===== src/dlfd_pkg.sv =====
// ----------------------------------------------------------------------------
// dlfd_pkg: shared types and constants for the display link frame decoder
// Frame check record, status codes, command addresses and event flag bits.
// ----------------------------------------------------------------------------
package dlfd_pkg;

    typedef enum logic [1:0] {
        ST_OK        = 2'd0,
        ST_BAD_HEAD  = 2'd1,
        ST_BAD_LEN   = 2'd2,
        ST_BAD_CRC   = 2'd3
    } status_t;

    // Frame summary handed from the tracker to the command decoder
    typedef struct packed {
        status_t     status;
        logic [15:0] addr;
        logic [7:0]  pw_hi;
        logic [7:0]  value;
    } frame_chk_t;

    localparam logic [7:0]  HDR0          = 8'h5A;
    localparam logic [7:0]  HDR1          = 8'hA5;
    localparam logic [7:0]  HEAD_DEPTH    = 8'd9;
    localparam logic [7:0]  CRC_START_IDX = 8'd5;
    localparam logic [7:0]  LAST_IDX_MIN  = 8'd8;
    localparam logic [7:0]  COUNT_MAX     = 8'hFF;
    localparam logic [15:0] CRC_INIT      = 16'hFFFF;
    localparam logic [15:0] CRC_POLY      = 16'hA001;

    localparam logic [15:0] ADDR_PAGE      = 16'h5000;
    localparam logic [15:0] ADDR_SET_FIRST = 16'h500B;
    localparam logic [15:0] ADDR_SET_LAST  = 16'h5019;
    localparam logic [15:0] ADDR_ZOOM      = 16'h501A;
    localparam logic [15:0] ADDR_PRINT     = 16'h501B;
    localparam logic [15:0] ADDR_DOWNLOAD  = 16'h501C;
    localparam logic [15:0] ADDR_ZSTEP     = 16'h501D;
    localparam logic [15:0] ADDR_QUIT      = 16'h501E;
    localparam logic [15:0] ADDR_FAULT     = 16'h501F;
    localparam logic [15:0] ADDR_PASSWORD  = 16'h519A;

    localparam logic [7:0] PAGE_PASSWORD = 8'd2;
    localparam logic [7:0] PAGE_FAULT    = 8'd5;
    localparam logic [7:0] PAGE_ZOOM     = 8'd6;
    localparam logic [7:0] ZSTEP_UP      = 8'd1;
    localparam logic [7:0] ZSTEP_DOWN    = 8'd2;

    localparam logic [9:0] EV_CHANGE   = 10'h001;
    localparam logic [9:0] EV_CLEAR    = 10'h002;
    localparam logic [9:0] EV_ZOOM     = 10'h004;
    localparam logic [9:0] EV_UP       = 10'h008;
    localparam logic [9:0] EV_DOWN     = 10'h010;
    localparam logic [9:0] EV_QUIT     = 10'h020;
    localparam logic [9:0] EV_FAULT    = 10'h040;
    localparam logic [9:0] EV_PRINT    = 10'h080;
    localparam logic [9:0] EV_DOWNLOAD = 10'h100;
    localparam logic [9:0] EV_PASS     = 10'h200;

    localparam logic [4:0] SET_SLOT_BIAS = 5'd10;

    localparam int PADDR_W = 3;
    localparam logic PW_REG_IDX = 1'b0;

    // CRC-16/MODBUS, one byte, LSB first
    function automatic logic [15:0] crc16_feed(input logic [15:0] crc_in,
                                               input logic [7:0]  data);
        logic [15:0] c;
        c = crc_in ^ {8'h00, data};
        for (int k = 0; k < 8; k++) begin
            c = c[0] ? ((c >> 1) ^ CRC_POLY) : (c >> 1);
        end
        return c;
    endfunction

endpackage


===== src/dlfd_frame_tracker.sv =====
// ----------------------------------------------------------------------------
// dlfd_frame_tracker: per-byte frame capture and check
// Counts bytes, keeps the frame head, runs the CRC two bytes behind the
// stream and registers one check record at each frame end.
// ----------------------------------------------------------------------------
module dlfd_frame_tracker (
    input  logic                aclk,
    input  logic                aresetn,
    input  logic                advance,
    input  logic                byte_valid,
    input  logic [7:0]          rx_byte,
    input  logic                frame_end,
    output logic                chk_valid,
    output dlfd_pkg::frame_chk_t chk
);
    import dlfd_pkg::*;

    logic [7:0]  count_reg, count_next;
    logic [15:0] crc_reg, crc_next;
    logic [7:0]  head_reg [HEAD_DEPTH];
    logic [7:0]  head_next [HEAD_DEPTH];
    logic [7:0]  dly0_reg, dly1_reg;
    logic        chk_valid_reg;
    frame_chk_t  chk_reg, chk_next;
    logic [15:0] crc_fed;
    logic        crc_ok;
    logic        accept;

    assign accept = byte_valid && advance;

    always_comb begin
        for (int i = 0; i < HEAD_DEPTH; i++) begin
            head_next[i] = (count_reg == 8'(i)) ? rx_byte : head_reg[i];
        end
        crc_fed = (count_reg >= CRC_START_IDX) ? crc16_feed(crc_reg, dly0_reg) : crc_reg;
        crc_ok  = (dly1_reg == crc_fed[7:0]) && (rx_byte == crc_fed[15:8]);

        if (frame_end) begin
            count_next = '0;
            crc_next   = CRC_INIT;
        end else begin
            count_next = (count_reg == COUNT_MAX) ? count_reg : count_reg + 8'd1;
            crc_next   = crc_fed;
        end

        if (count_reg < LAST_IDX_MIN || head_next[0] != HDR0 || head_next[1] != HDR1) begin
            chk_next.status = ST_BAD_HEAD;
        end else if (count_reg == COUNT_MAX ||
                     {1'b0, count_reg} != {1'b0, head_next[2]} + 9'd2) begin
            chk_next.status = ST_BAD_LEN;
        end else if (!crc_ok) begin
            chk_next.status = ST_BAD_CRC;
        end else begin
            chk_next.status = ST_OK;
        end
        chk_next.addr  = {head_next[4], head_next[5]};
        chk_next.pw_hi = head_next[7];
        chk_next.value = head_next[8];
    end

    always_ff @(posedge aclk) begin
        if (!aresetn) begin
            count_reg     <= '0;
            crc_reg       <= CRC_INIT;
            chk_valid_reg <= 1'b0;
        end else begin
            if (accept) begin
                count_reg <= count_next;
                crc_reg   <= crc_next;
            end
            if (advance) begin
                chk_valid_reg <= accept && frame_end;
            end
        end
    end

    always_ff @(posedge aclk) begin
        if (accept) begin
            for (int i = 0; i < HEAD_DEPTH; i++) begin
                head_reg[i] <= head_next[i];
            end
            dly0_reg <= dly1_reg;
            dly1_reg <= rx_byte;
            if (frame_end) begin
                chk_reg <= chk_next;
            end
        end
    end

    assign chk_valid = chk_valid_reg;
    assign chk       = chk_reg;

    a_restart_after_end: assert property (@(posedge aclk) disable iff (!aresetn)
        accept && frame_end |=> count_reg == '0 && crc_reg == CRC_INIT)
        else $error("frame state not restarted after frame end");

    a_count_saturates: assert property (@(posedge aclk) disable iff (!aresetn)
        accept && !frame_end && count_reg == COUNT_MAX |=> count_reg == COUNT_MAX)
        else $error("byte count wrapped");

endmodule


===== src/dlfd_cmd_decoder.sv =====
// ----------------------------------------------------------------------------
// dlfd_cmd_decoder: command decode and result register
// Applies an accepted frame's address to the display state and builds the
// result word.
// ----------------------------------------------------------------------------
module dlfd_cmd_decoder (
    input  logic                 aclk,
    input  logic                 aresetn,
    input  logic                 advance,
    input  logic                 chk_valid,
    input  dlfd_pkg::frame_chk_t chk,
    input  logic [15:0]          password_value,
    output logic                 res_valid,
    output logic [55:0]          res_data
);
    import dlfd_pkg::*;

    logic [7:0] page_reg, page_next;
    logic [7:0] zoom_area_reg, zoom_area_next;
    logic [7:0] zoom_step_reg, zoom_step_next;
    logic [7:0] fault_record_reg, fault_record_next;
    logic [9:0] flags;
    logic [3:0] slot;
    logic [7:0] sval;
    logic       res_valid_reg;
    logic [55:0] res_data_reg;

    always_comb begin
        page_next         = page_reg;
        zoom_area_next    = zoom_area_reg;
        zoom_step_next    = zoom_step_reg;
        fault_record_next = fault_record_reg;
        flags = '0;
        slot  = '0;
        sval  = '0;
        if (chk.status == ST_OK) begin
            if (chk.addr >= ADDR_SET_FIRST && chk.addr <= ADDR_SET_LAST) begin
                slot = 4'(chk.addr[4:0] - SET_SLOT_BIAS);
                sval = chk.value;
            end
            case (chk.addr)
                ADDR_PAGE: begin
                    page_next = chk.value;
                    flags     = EV_CHANGE | EV_CLEAR;
                end
                ADDR_ZOOM: begin
                    page_next      = PAGE_ZOOM;
                    zoom_area_next = chk.value;
                    flags          = EV_CHANGE | EV_ZOOM | EV_CLEAR;
                end
                ADDR_ZSTEP: begin
                    zoom_step_next = chk.value;
                    if (chk.value == ZSTEP_UP) begin
                        flags = EV_UP;
                    end else if (chk.value == ZSTEP_DOWN) begin
                        flags = EV_DOWN;
                    end
                end
                ADDR_QUIT: begin
                    page_next = PAGE_FAULT;
                    flags     = EV_CHANGE | EV_CLEAR | EV_QUIT;
                end
                ADDR_FAULT: begin
                    fault_record_next = chk.value;
                    page_next         = PAGE_FAULT;
                    flags             = EV_CHANGE | EV_FAULT;
                end
                ADDR_PRINT:    flags = EV_PRINT;
                ADDR_DOWNLOAD: flags = EV_DOWNLOAD;
                ADDR_PASSWORD: begin
                    if ({chk.pw_hi, chk.value} == password_value) begin
                        page_next = PAGE_PASSWORD;
                        flags     = EV_PASS | EV_CHANGE;
                    end
                end
                default: ;
            endcase
        end
    end

    always_ff @(posedge aclk) begin
        if (!aresetn) begin
            page_reg         <= '0;
            zoom_area_reg    <= '0;
            zoom_step_reg    <= '0;
            fault_record_reg <= '0;
            res_valid_reg    <= 1'b0;
        end else if (advance) begin
            res_valid_reg <= chk_valid;
            if (chk_valid) begin
                page_reg         <= page_next;
                zoom_area_reg    <= zoom_area_next;
                zoom_step_reg    <= zoom_step_next;
                fault_record_reg <= fault_record_next;
            end
        end
    end

    always_ff @(posedge aclk) begin
        if (advance && chk_valid) begin
            res_data_reg <= {sval, slot, fault_record_next, zoom_step_next,
                             zoom_area_next, page_next, flags, chk.status};
        end
    end

    assign res_valid = res_valid_reg;
    assign res_data  = res_data_reg;

    a_reject_no_effect: assert property (@(posedge aclk) disable iff (!aresetn)
        advance && chk_valid && chk.status != ST_OK |=>
            res_data[11:2] == '0 && res_data[47:44] == '0 && res_data[19:12] == page_reg)
        else $error("rejected frame produced an action");

    a_check_to_result: assert property (@(posedge aclk) disable iff (!aresetn)
        advance && chk_valid |=> res_valid)
        else $error("frame check lost before result register");

endmodule


===== src/display_link_frame_decoder.sv =====
// ----------------------------------------------------------------------------
// display_link_frame_decoder: serial display link frame receiver
// Checks header, length and CRC-16/MODBUS of each frame and decodes the
// command address of accepted frames into display state and event flags.
// ----------------------------------------------------------------------------
//  channel  | direction | content
//  s_*      | in        | one received byte, tlast on the frame's last byte
//  m_*      | out       | one result per frame end
//  apb      | in        | password register at byte address 0
//
//  One byte per cycle sustained while a held result is not stalled by m_tready.
//  A frame's result passes the tracker register, then the result register.
//  Reset is synchronous on aresetn low; display state and counters clear.
//  A stalled m_tready holds the result and stops s_tready; nothing is lost.
// ----------------------------------------------------------------------------
module display_link_frame_decoder (
    input  logic                         aclk,
    input  logic                         aresetn,
    // s_tdata: rx_byte[7:0]
    input  logic                         s_tvalid,
    output logic                         s_tready,
    input  logic [7:0]                   s_tdata,
    input  logic                         s_tlast,
    // m_tdata: status[1:0], event_flags[11:2], page_number[19:12],
    //          zoom_area[27:20], zoom_step[35:28], fault_record[43:36],
    //          setting_slot[47:44], setting_value[55:48]
    output logic                         m_tvalid,
    input  logic                         m_tready,
    output logic [55:0]                  m_tdata,
    input  logic                         psel,
    input  logic                         penable,
    input  logic                         pwrite,
    input  logic [dlfd_pkg::PADDR_W-1:0] paddr,
    input  logic [31:0]                  pwdata,
    output logic [31:0]                  prdata,
    output logic                         pready
);
    import dlfd_pkg::*;

    logic        advance;
    logic        chk_valid;
    frame_chk_t  chk;
    logic [15:0] password_reg;

    assign advance  = !m_tvalid || m_tready;
    assign s_tready = advance;
    assign pready   = 1'b1;

    always_ff @(posedge aclk) begin
        if (!aresetn) begin
            password_reg <= 16'd6666;
        end else if (psel && penable && pwrite && paddr[2] == PW_REG_IDX) begin
            password_reg <= pwdata[15:0];
        end
    end

    assign prdata = (paddr[2] == PW_REG_IDX) ? {16'h0000, password_reg} : 32'h0;

    dlfd_frame_tracker u_tracker (
        .aclk       (aclk),
        .aresetn    (aresetn),
        .advance    (advance),
        .byte_valid (s_tvalid),
        .rx_byte    (s_tdata),
        .frame_end  (s_tlast),
        .chk_valid  (chk_valid),
        .chk        (chk)
    );

    dlfd_cmd_decoder u_decoder (
        .aclk           (aclk),
        .aresetn        (aresetn),
        .advance        (advance),
        .chk_valid      (chk_valid),
        .chk            (chk),
        .password_value (password_reg),
        .res_valid      (m_tvalid),
        .res_data       (m_tdata)
    );

    a_no_accept_while_blocked: assert property (@(posedge aclk) disable iff (!aresetn)
        m_tvalid && !m_tready |-> !s_tready)
        else $error("input taken while result blocked");

endmodule

===== config.mk =====
export PLATFORM = sky130hd
export DESIGN_NAME = display_link_frame_decoder
export DESIGN_NICKNAME = d
export VERILOG_FILES = /design/src/dlfd_pkg.sv /design/src/dlfd_frame_tracker.sv /design/src/dlfd_cmd_decoder.sv /design/src/display_link_frame_decoder.sv
export SDC_FILE = /design/constraint.sdc
export NUM_CORES = 1
export LEC_CHECK = 0
export BUFFER_PORTS_ARGS = -buffer_cell sky130_fd_sc_hd__buf_4
export CAP_MARGIN = 20
export CORE_MARGIN = 5
export CORE_UTILIZATION = 55
export DETAILED_ROUTE_END_ITERATION = 10
export HOLD_SLACK_MARGIN = 0.15
export PLACE_DENSITY = 0.75
export SYNTH_ARGS = -nofsm -noshare
export SYNTH_HDL_FRONTEND = slang
export SYNTH_SLANG_ARGS = --single-unit

===== constraint.sdc =====
create_clock -name aclk -period 9.9 [get_ports aclk]
set_input_delay 0.495 -clock aclk [delete_from_list [all_inputs] [get_ports aclk]]
set_output_delay 0.495 -clock aclk [all_outputs]
set_load 0.02 [all_outputs]

Word level (Yosys, flattened, before mapping)
Memory sizes are Yosys's and may differ from the RTL's.
Cells that the tools add are included.
- RAM bits: 72
- memories: 1
- output and inout bits: 91
- flip-flop bits (word level): 180
- input bits: 51
- logic and storage cells: 129
- memories (name ; words ; bits a word ; rd ports ; clocked after Yosys merged registers in ; wr ports ; line ; source):
    u_tracker.head_reg ; 9 ; 8 ; 7 ; 0 ; 8 ; dlfd_frame_tracker.sv:20 ; logic [7:0] head_reg [HEAD_DEPTH];
- magnitude comparators: 4
- $add $sub $neg: 3
- equality and inequality tests: 28
- bitwise operators: 10
- mux-type cells: 42
- reductions and logical operators: 23
- operator list (cell ; number):
    $mux 16 ; 11
    $mux 8 ; 20
    $eq 16x15->1 const B ; 8
    $pmux 10 s8 ; 1
    $eq 8x3->1 const B ; 4
    $pmux 8 s4 ; 1
    $eq 8x2->1 const B ; 3
    $not 2->3 ; 8
    $mux 10 ; 2
    $eq 16x16->1 ; 1
    $eq 8x1->1 const B ; 2
    $eq 8x8->1 ; 2
    $ge 16x15->1 const B ; 1
    $le 16x15->1 const B ; 1
    $xor 16x8->16 ; 1
    $reduce_and 2->1 ; 6
    $add 8x2->9 const B ; 1
    $ne 8x9->1 ; 1
    $add 8x1->8 const B ; 1
    $eq 8x4->1 const B ; 1
    $eq 8x8->1 const B ; 1
    $ge 8x3->1 const B ; 1
    $logic_and 1x1->1 ; 8
    $logic_not 8->1 ; 1
    other kinds (16) ; 23

Longest topological paths before layout
Gate-level depths: netlist (run 1).
- word-level depth: 22
- depth in mapped cells: 12
- mapped depth without buffers: 10

Modules after synthesis
From an unflattened synthesis (run 1), not the netlist that was laid out.
- cells, all modules: 858
- area total of the unflattened synthesis: 11085.6 µm²
- modules (own cells, without submodules) (module ; times used ; cells an instance ; seq. area each (µm²) ; area an instance (µm²)):
    dlfd_frame_tracker ; 1 ; 422 ; 3683.5 ; 5896.9
    dlfd_cmd_decoder ; 1 ; 329 ; 2342.2 ; 4250.3
    display_link_frame_decoder ; 1 ; 107 ; 320.3 ; 938.4

Worst setup path before layout (run 1)
OpenSTA, ideal clock, no wires.
- kind: input to register
- start: input m_tready
- end: register u_tracker.crc_reg[11]
- stages: 9
- setup slack: 5880 ps
- path buffers: 1
- data required time: 9821 ps
- setup time: 79 ps
- data arrival time: 3940 ps
- path through: nor2b_1 inv_1 nand2_1 inv_1 nand2_1 inv_1 nor2_1 clkbuf_1 o211ai_1
- word-level cells in the longest chain between the ends: 2
- ends and longest elaborated chain (item ; line ; source):
    start, declared ; display_link_frame_decoder.sv:28 ; input logic m_tready,
    $logic_or 1x1->1 ; display_link_frame_decoder.sv:45 ; assign advance = !m_tvalid || m_tready;
    named net s_tready ; display_link_frame_decoder.sv:21 ; output logic s_tready,
    $logic_and 1x1->1 ; dlfd_frame_tracker.sv:29 ; assign accept = byte_valid && advance;
    named net u_tracker.accept ; dlfd_frame_tracker.sv:27 ; logic accept;
    end signal, assigned ; dlfd_frame_tracker.sv:69 ; crc_reg <= crc_next;
    end, declared ; dlfd_frame_tracker.sv:19 ; logic [15:0] crc_reg, crc_next;
The timed path passes the listed nets, and every way through them passes these cells.
A chain may end at the register's enable or synchronous reset.

==> summary.txt, run 1 <==
Yosys
  • Ys async rst share: 0
  • Post-synth EDFFs: 162
  • #FFs+latches synth: 236
  • Most used DFF post-synth: edfxtp_1
  • Synth unique cells: 66
  • Syn Std Cell Area: 10600 um^2
  • Synth warn: 0
  • Post-Syn Instances: 872
  • Mean Syn Cell Area: 12.1 um^2
  • Register area share after synthesis: 0.601

Setup path
  • Crit path capture type: flop
  • Crit-path max FO: 13
  • Data arrival, critical path: 3.89 ns
  • Setup Crit Path Kind: flop to flop
  • Critical path data required time: 10.16 ns
  • Setup crit start kind: flop

Pwr
  • Clock Power Share: 0.433
  • Pint: 1780 uW
  • Maximum vdd drop: 114 uV
  • Total power: 2260 uW
  • Sw frac: 0.213
  • Flop pwr share: 0.497
  • PwrDens: 183 nW/um^2
  • Switching pwr: 482 uW
  • Leak pwr: 0.00464 uW
  • Logic gate share of total power: 0.071

Routing
  • Via count: 6774
  • 1st-iter DRT viols: 563
  • Final ANT Viol Nets: 0
  • DRC Markers: 0
  • DR vias/cell: 5.46
  • Final WL: 22.4 mm
  • Total iterations of the first detailed-routing run: 5
  • Routed WL per cell: 18.0 um

GRT
  • First-pass GRT wire length: 35.0 mm
  • Met1 Usage GRT: 0.285
  • Gr ovfl total: 0
  • GRT busiest layer: met2
  • GRT Util Overall: 0.197
  • Largest net degree at the start of global routing: 74
  • Initial antenna violation count: 0
  • GR Util met2: 0.318
  • Vias in the first global route: 6499
  • GRT met3 Usage: 0.0268

Placed design
  • PortBufs: 106
  • GP Congestion: 0.880
  • Placed cell areas: 11400 um^2
  • Placed Cells incl. Taps: 1196
  • Hpwl dp: 14.6 mm

STA
  • Fin crit share: 0.367
  • Final min period: 3.63 ns
  • Peak Freq: 275 MHz
  • Clk_skew: 0.00985 ns
  • Worst Max-Slew Pin Slew: 0.975 ns
  • Unrepaired setup endpoints after global routing: false
  • Max Slew Vio Count: 0
  • Hold Violations, Final: 0
  • Setup_tns: 0 ns
  • Setup violators final: 0
  • Relative slew margins: 0.350

Floorplanning
  • Total core area: 18800 um^2
  • Die width: 149 um
  • Num ports: 142
  • Initial Util: 0.561
  • Rows: 50
  • Die ar.: 22100 um^2
  • Die Span Y: 149 um

Clocking
  • Hold Buf Count CTS: 0
  • H-tree Lvls: 1
  • CTS tree: done
  • Postcts setup bufs: 0
  • CTS Buffer Depth: 3
  • Clock tree sinks: 236
  • Clock slew at reported path FFs: 0.06 ns
  • Worst-Skew Late Latency: 0.50 ns
  • Total CTS buffers: 24
  • CTS root buffer: clkbuf_16
  • Post_cts resized: 0

Outcome
  • Outcome: complete, no violations

Layout
  • Final core utilization: 0.655
  • Design Area, Final: 12300 um^2
  • Antenna Diode Count: 0
  • Share of layout cells above drive strength 1: 0.257
  • Nets: 1022
  • Non-filler cells, final: 1241
  • Layout Area Growth over Synthesis: 16.7%

Flow run
  • Max cap viols: 0

Worst hold path
  • Min-delay worst type: input port to flop
## worst paths after layout
check / slack, ns / end / cells past startpoint / startpoint
hold reg to reg: 0.45 / u_decoder.fault_record_reg[5]$_SDFFE_PN0P_ / 2 / u_decoder.fault_record_reg[5]$_SDFFE_PN0P_
hold / removal: 0.20 / password_reg[1]$_SDFFE_PN1P_ / 3 / pwdata[1]
setup / recovery: 6.27 / u_tracker.chk[33]$_SDFFCE_PP0P_ / 9 / u_tracker.count_reg[4]$_SDFFE_PN0P_
setup reg to reg: 6.27 / u_tracker.chk[33]$_SDFFCE_PP0P_ / 9 / u_tracker.count_reg[4]$_SDFFE_PN0P_
## cell type report
cell class / count / area, um^2
multi-input combinational: 572 / 3880
sequential: 236 / 6350
timing repair buffer: 112 / 838
tap: 260 / 325
clock buffer: 30 / 674
inverter: 18 / 67.6
fill: 1395 / 6500
clock inverter: 13 / 198
## worst max-delay path, cell delays in order (launching register included)
cell       delay, ns
dfxtp_1         0.37
nor4_2          0.42
nand4_1         0.62
mux2_2          0.54
ha_1            0.31
xor2_1          0.14
or3_1           0.35
nor4_1          0.24
o2111ai_1       0.18
o21a_1          0.23
## metrics by stage
step,worst slack [ns],hold WS (ns)
floorplan,5.88,0.432
global placement,6.24,0.441
detailed placement,6.26,0.447
CTS,6.24,0.179
global route,6.04,0.199
finish,6.27,0.198
## placed cells by master, fill, tap and decap left out, drive strengths merged, types with 12 or more instances in the layout
| cell type | instances |
|---|---|
| edfxtp | 162 |
| buf | 112 |
| nand2 | 110 |
| mux2 | 79 |
| dfxtp | 74 |
| nor2 | 57 |
| xor2 | 40 |
| nand3 | 34 |
| xnor2 | 33 |
| clkbuf | 30 |
| a21oi | 26 |
| nor3 | 24 |
| nor2b | 18 |
| inv | 18 |
| conb | 17 |
| o21ai | 17 |
| and2 | 12 |
| mux2i | 12 |
## power groups by stage
stage | registers (uW) | clock network (uW) | logic, uW
finish | 1120 | 977 | 160
global route | 1120 | 1040 | 174
CTS | 1120 | 996 | 160
detailed placement | 1140 | 0 | 159
global placement | 1140 | 0 | 156
floorplan | 1140 | 0 | 114
## Yosys cell counts (all sizes together), types with 8 or more instances
| cell | count | area share |
|---|---|---|
| a21boi | 8 | 0.0057 |
| a21oi | 26 | 0.015 |
| and2 | 12 | 0.0071 |
| buf | 41 | 0.024 |
| clkbuf | 20 | 0.0071 |
| dfxtp | 74 | 0.14 |
| edfxtp | 162 | 0.46 |
| inv | 18 | 0.0064 |
| mux2 | 79 | 0.084 |
| mux2i | 12 | 0.011 |
| nand2 | 110 | 0.039 |
| nand3 | 34 | 0.016 |
| nand4 | 9 | 0.0059 |
| nor2 | 57 | 0.021 |
| nor2b | 18 | 0.011 |
| nor3 | 24 | 0.012 |
| nor4 | 10 | 0.0065 |
| o21ai | 17 | 0.0084 |
| xnor2 | 33 | 0.027 |
| xor2 | 40 | 0.033 |
## metal layers
metal | share of wire | routed length (um) | vias up
met5 | 0 | 0 | -
li1 | - | - | 3258
met2 | 0.47 | 10500 | 221
met1 | 0.45 | 10100 | 3264
met3 | 0.065 | 1440 | 31
met4 | 0.017 | 377 | 0
## cell families (layout without fill, tap and decap cells)
family | Yosys count | in the layout | share of synthesized area
compound gates | 80 | 80 | 0.0539
xor+xnor | 74 | 74 | 0.0627
fa+ha+maj | 7 | 7 | 0.00829
buf+inv | 79 | 173 | 0.0375
flops | 236 | 236 | 0.601
mux | 91 | 91 | 0.0956
other cells | 2 | 17 | 0.000711
simple gates | 303 | 303 | 0.141
Note: power is estimated with default switching activity, not from simulation.
==> run 2, diff against run 1 <==
- clock period: 9.9 -> 3.8 ns (I/O delays scaled with it)
==> summary.txt, run 2 (same netlist as run 1, synthesis figures left out) <==
Pwr
  • Leak pwr: 0.00480 uW (was 0.00464 uW)
  • PwrDens: 456 nW/um^2 (was 183 nW/um^2)
  • Maximum vdd drop: 324 uV (was 114 uV)

Placed design
  • GP Congestion: 0.888 (was 0.880)
  • Pre-CTS WS: 0.513 ns (was 6.26 ns)
  • Hpwl dp: 14.9 mm (was 14.6 mm)
  • Placed Cells incl. Taps: 1201 (was 1196)
  • PortBufs: 106 (unchanged)

STA
  • Unrepaired setup endpoints after global routing: false (unchanged)
  • Max Slew Vio Count: 0 (unchanged)
  • Clk_skew: 0.00886 ns (was 0.00985 ns)
  • Hold Violations, Final: 0 (unchanged)
  • Peak Freq: 298 MHz (was 275 MHz)
  • Final min period: 3.36 ns (was 3.63 ns)
  • Setup violators final: 0 (unchanged)
  • Post-route worst setup slack: 0.443 ns (was 6.27 ns)
  • Relative slew margins: 0.333 (was 0.350)
  • Worst Max-Slew Pin Slew: 0.998 ns (was 0.975 ns)
  • Setup_tns: 0 ns (unchanged)
  • Fin crit share: 0.883 (was 0.367)

Clocking
  • CTS Buffer Depth: 3 (unchanged)
  • CTS tree: done (unchanged)
  • Worst-Skew Late Latency: 0.52 ns (was 0.50 ns)
  • H-tree Lvls: 1 (unchanged)
  • CTS root buffer: clkbuf_16 (unchanged)
  • Postcts setup bufs: 0 (unchanged)
  • Total CTS buffers: 25 (was 24)
  • Clock slew at reported path FFs: 0.06 ns (about the same)
  • Clock tree sinks: 236 (unchanged)

Outcome
  • Outcome: complete, no violations (unchanged)

Layout
  • Most frequent cells in the layout: edfxtp_1, buf_4, nand2_1 (unchanged)
  • Filler cells: 1350 (was 1395)
  • Layout Area Growth over Synthesis: 20.3% (was 16.7%)
  • Antenna Diode Count: 0 (unchanged)
  • Multi-input logic area: 3880 um^2 (unchanged)
  • Share of layout cells above drive strength 1: 0.246 (was 0.257)
  • Most common cell after layout, fill and taps aside: edfxtp_1 (unchanged)
  • Non-filler cells, final: 1287 (was 1241)
  • Nets: 1066 (was 1022)
  • Storage element area: 6350 um^2 (unchanged)

Flow run
  • Max cap viols: 0 (unchanged)

Floorplanning
  • Initial Util: 0.561 (unchanged)
  • Die width: 149 um (unchanged)
  • Total core area: 18800 um^2 (unchanged)
  • Die ar.: 22100 um^2 (unchanged)
  • Rows: 50 (unchanged)
  • Num ports: 142 (unchanged)
  • Die Span Y: 149 um (unchanged)

Routing
  • Final ANT Viol Nets: 0 (unchanged)
  • DRC Markers: 0 (unchanged)
  • Via count: 6929 (was 6774)
  • Final WL: 23.1 mm (was 22.4 mm)
  • 1st-iter DRT viols: 411 (was 563)
  • DR vias/cell: 5.38 (was 5.46)
  • Total iterations of the first detailed-routing run: 5 (unchanged)
  • Routed WL per cell: 17.9 um (was 18.0 um)

Setup path
  • Critical path data required time: 4.03 ns (was 10.16 ns)
  • Crit-path max FO: 14 (was 13)
  • Setup Crit Path Kind: flop to flop (unchanged)
  • Data arrival, critical path: 3.59 ns (was 3.89 ns)
  • Crit path capture type: flop (unchanged)
  • Setup crit start kind: flop (unchanged)

GRT
  • GRT Util Overall: 0.204 (was 0.197)
  • First-pass GRT wire length: 36.2 mm (was 35.0 mm)
  • Vias in the first global route: 6719 (was 6499)
  • Initial antenna violation count: 0 (unchanged)
  • Gr ovfl total: 0 (unchanged)
  • Largest net degree at the start of global routing: 74 (unchanged)

Worst hold path
  • Min-delay worst type: input port to flop (unchanged)
run 2: cell types whose count changed in the layout (fill, tap and decap cells not counted):
cell           before  now
dlygate4sd3_1       0   40
buf_4             111  115
clkbuf_1            2    5
bufinv_16           5    3
clkinv_1            0    2
buf_2               1    0
clkbuf_8            3    2
clkinv_2            5    6
inv_2               2    1
inv_6               0    1
run 2: layout make-up:
| cell class | instances | area share |
|---|---|---|
| Sequential cell | 236 | 0.499 |
| Multi-Input combinational cell | 572 | 0.305 |
| Timing Repair Buffer | 155 | 0.0994 |
| Clock buffer | 32 | 0.0529 |
| Tap cell | 260 | 0.0256 |
| Clock inverter | 14 | 0.0119 |
| Inverter | 18 | 0.00561 |
run 2: metal layers:
layer	routed length, um	vias up	GRT usage
met4	266	0	0.0402
li1	-	3354	-
met3	1320	26	0.0311
met2	11000	172	0.337
met5	0	-	0
met1	10500	3377	0.290
run 2: timing repair:
action | in CTS | in global routing
hold buffers | 40 | 0
hold endpoints to repair | 71 | 0
gates resized for setup | 0 | 0
run 2: worst paths after layout:
path | from | end | slack (ns) | cells past startpoint
hold / removal | s_tvalid | u_tracker.crc_reg[8]$_SDFFE_PN1P_ | 0.17 | 3
setup / recovery | u_tracker.count_reg[0]$_SDFFE_PN0P_ | u_tracker.chk[32]$_SDFFCE_PP1P_ | 0.44 | 10
setup reg to reg | u_tracker.count_reg[0]$_SDFFE_PN0P_ | u_tracker.chk[32]$_SDFFCE_PP1P_ | 0.44 | 10
hold reg to reg | u_decoder.fault_record_reg[3]$_SDFFE_PN0P_ | u_decoder.fault_record_reg[3]$_SDFFE_PN0P_ | 0.45 | 2
run 2: power by group:
| group | leakage (uW) | switching [uW] | internal (uW) | total (uW) |
|---|---|---|---|---|
| combinational | 0.00224 | 252 | 195 | 447 |
| clock | 0.000402 | 969 | 1450 | 2420 |
| sequential | 0.00216 | 62.2 | 2860 | 2920 |
run 2: stage by stage:
| step | total power (uW) | hold WS (ns) | util | cell area (um^2) |
|---|---|---|---|---|
| after floorplan | 3260 | 0.289 | - | 10600 |
| after global placement | 3380 | 0.400 | 0.610 | 11500 |
| after detailed placement | 3390 | 0.404 | 0.610 | 11500 |
| after CTS | 5840 | 0.151 | 0.675 | 12700 |
| after global routing | 6000 | 0.187 | 0.675 | 12700 |
| final | 5790 | 0.168 | 0.675 | 12700 |
run 2: worst max-delay path: stages, from the launching register on:
cell and delay [ns]:
dfxtp_1 0.44, inv_1 0.14, ha_1 0.21, nor2b_1 0.15, o211ai_2 0.67, mux2i_1 0.35
xor2_1 0.17, nand4_1 0.10, nor4_1 0.50, and4_1 0.26, o21ai_0 0.07
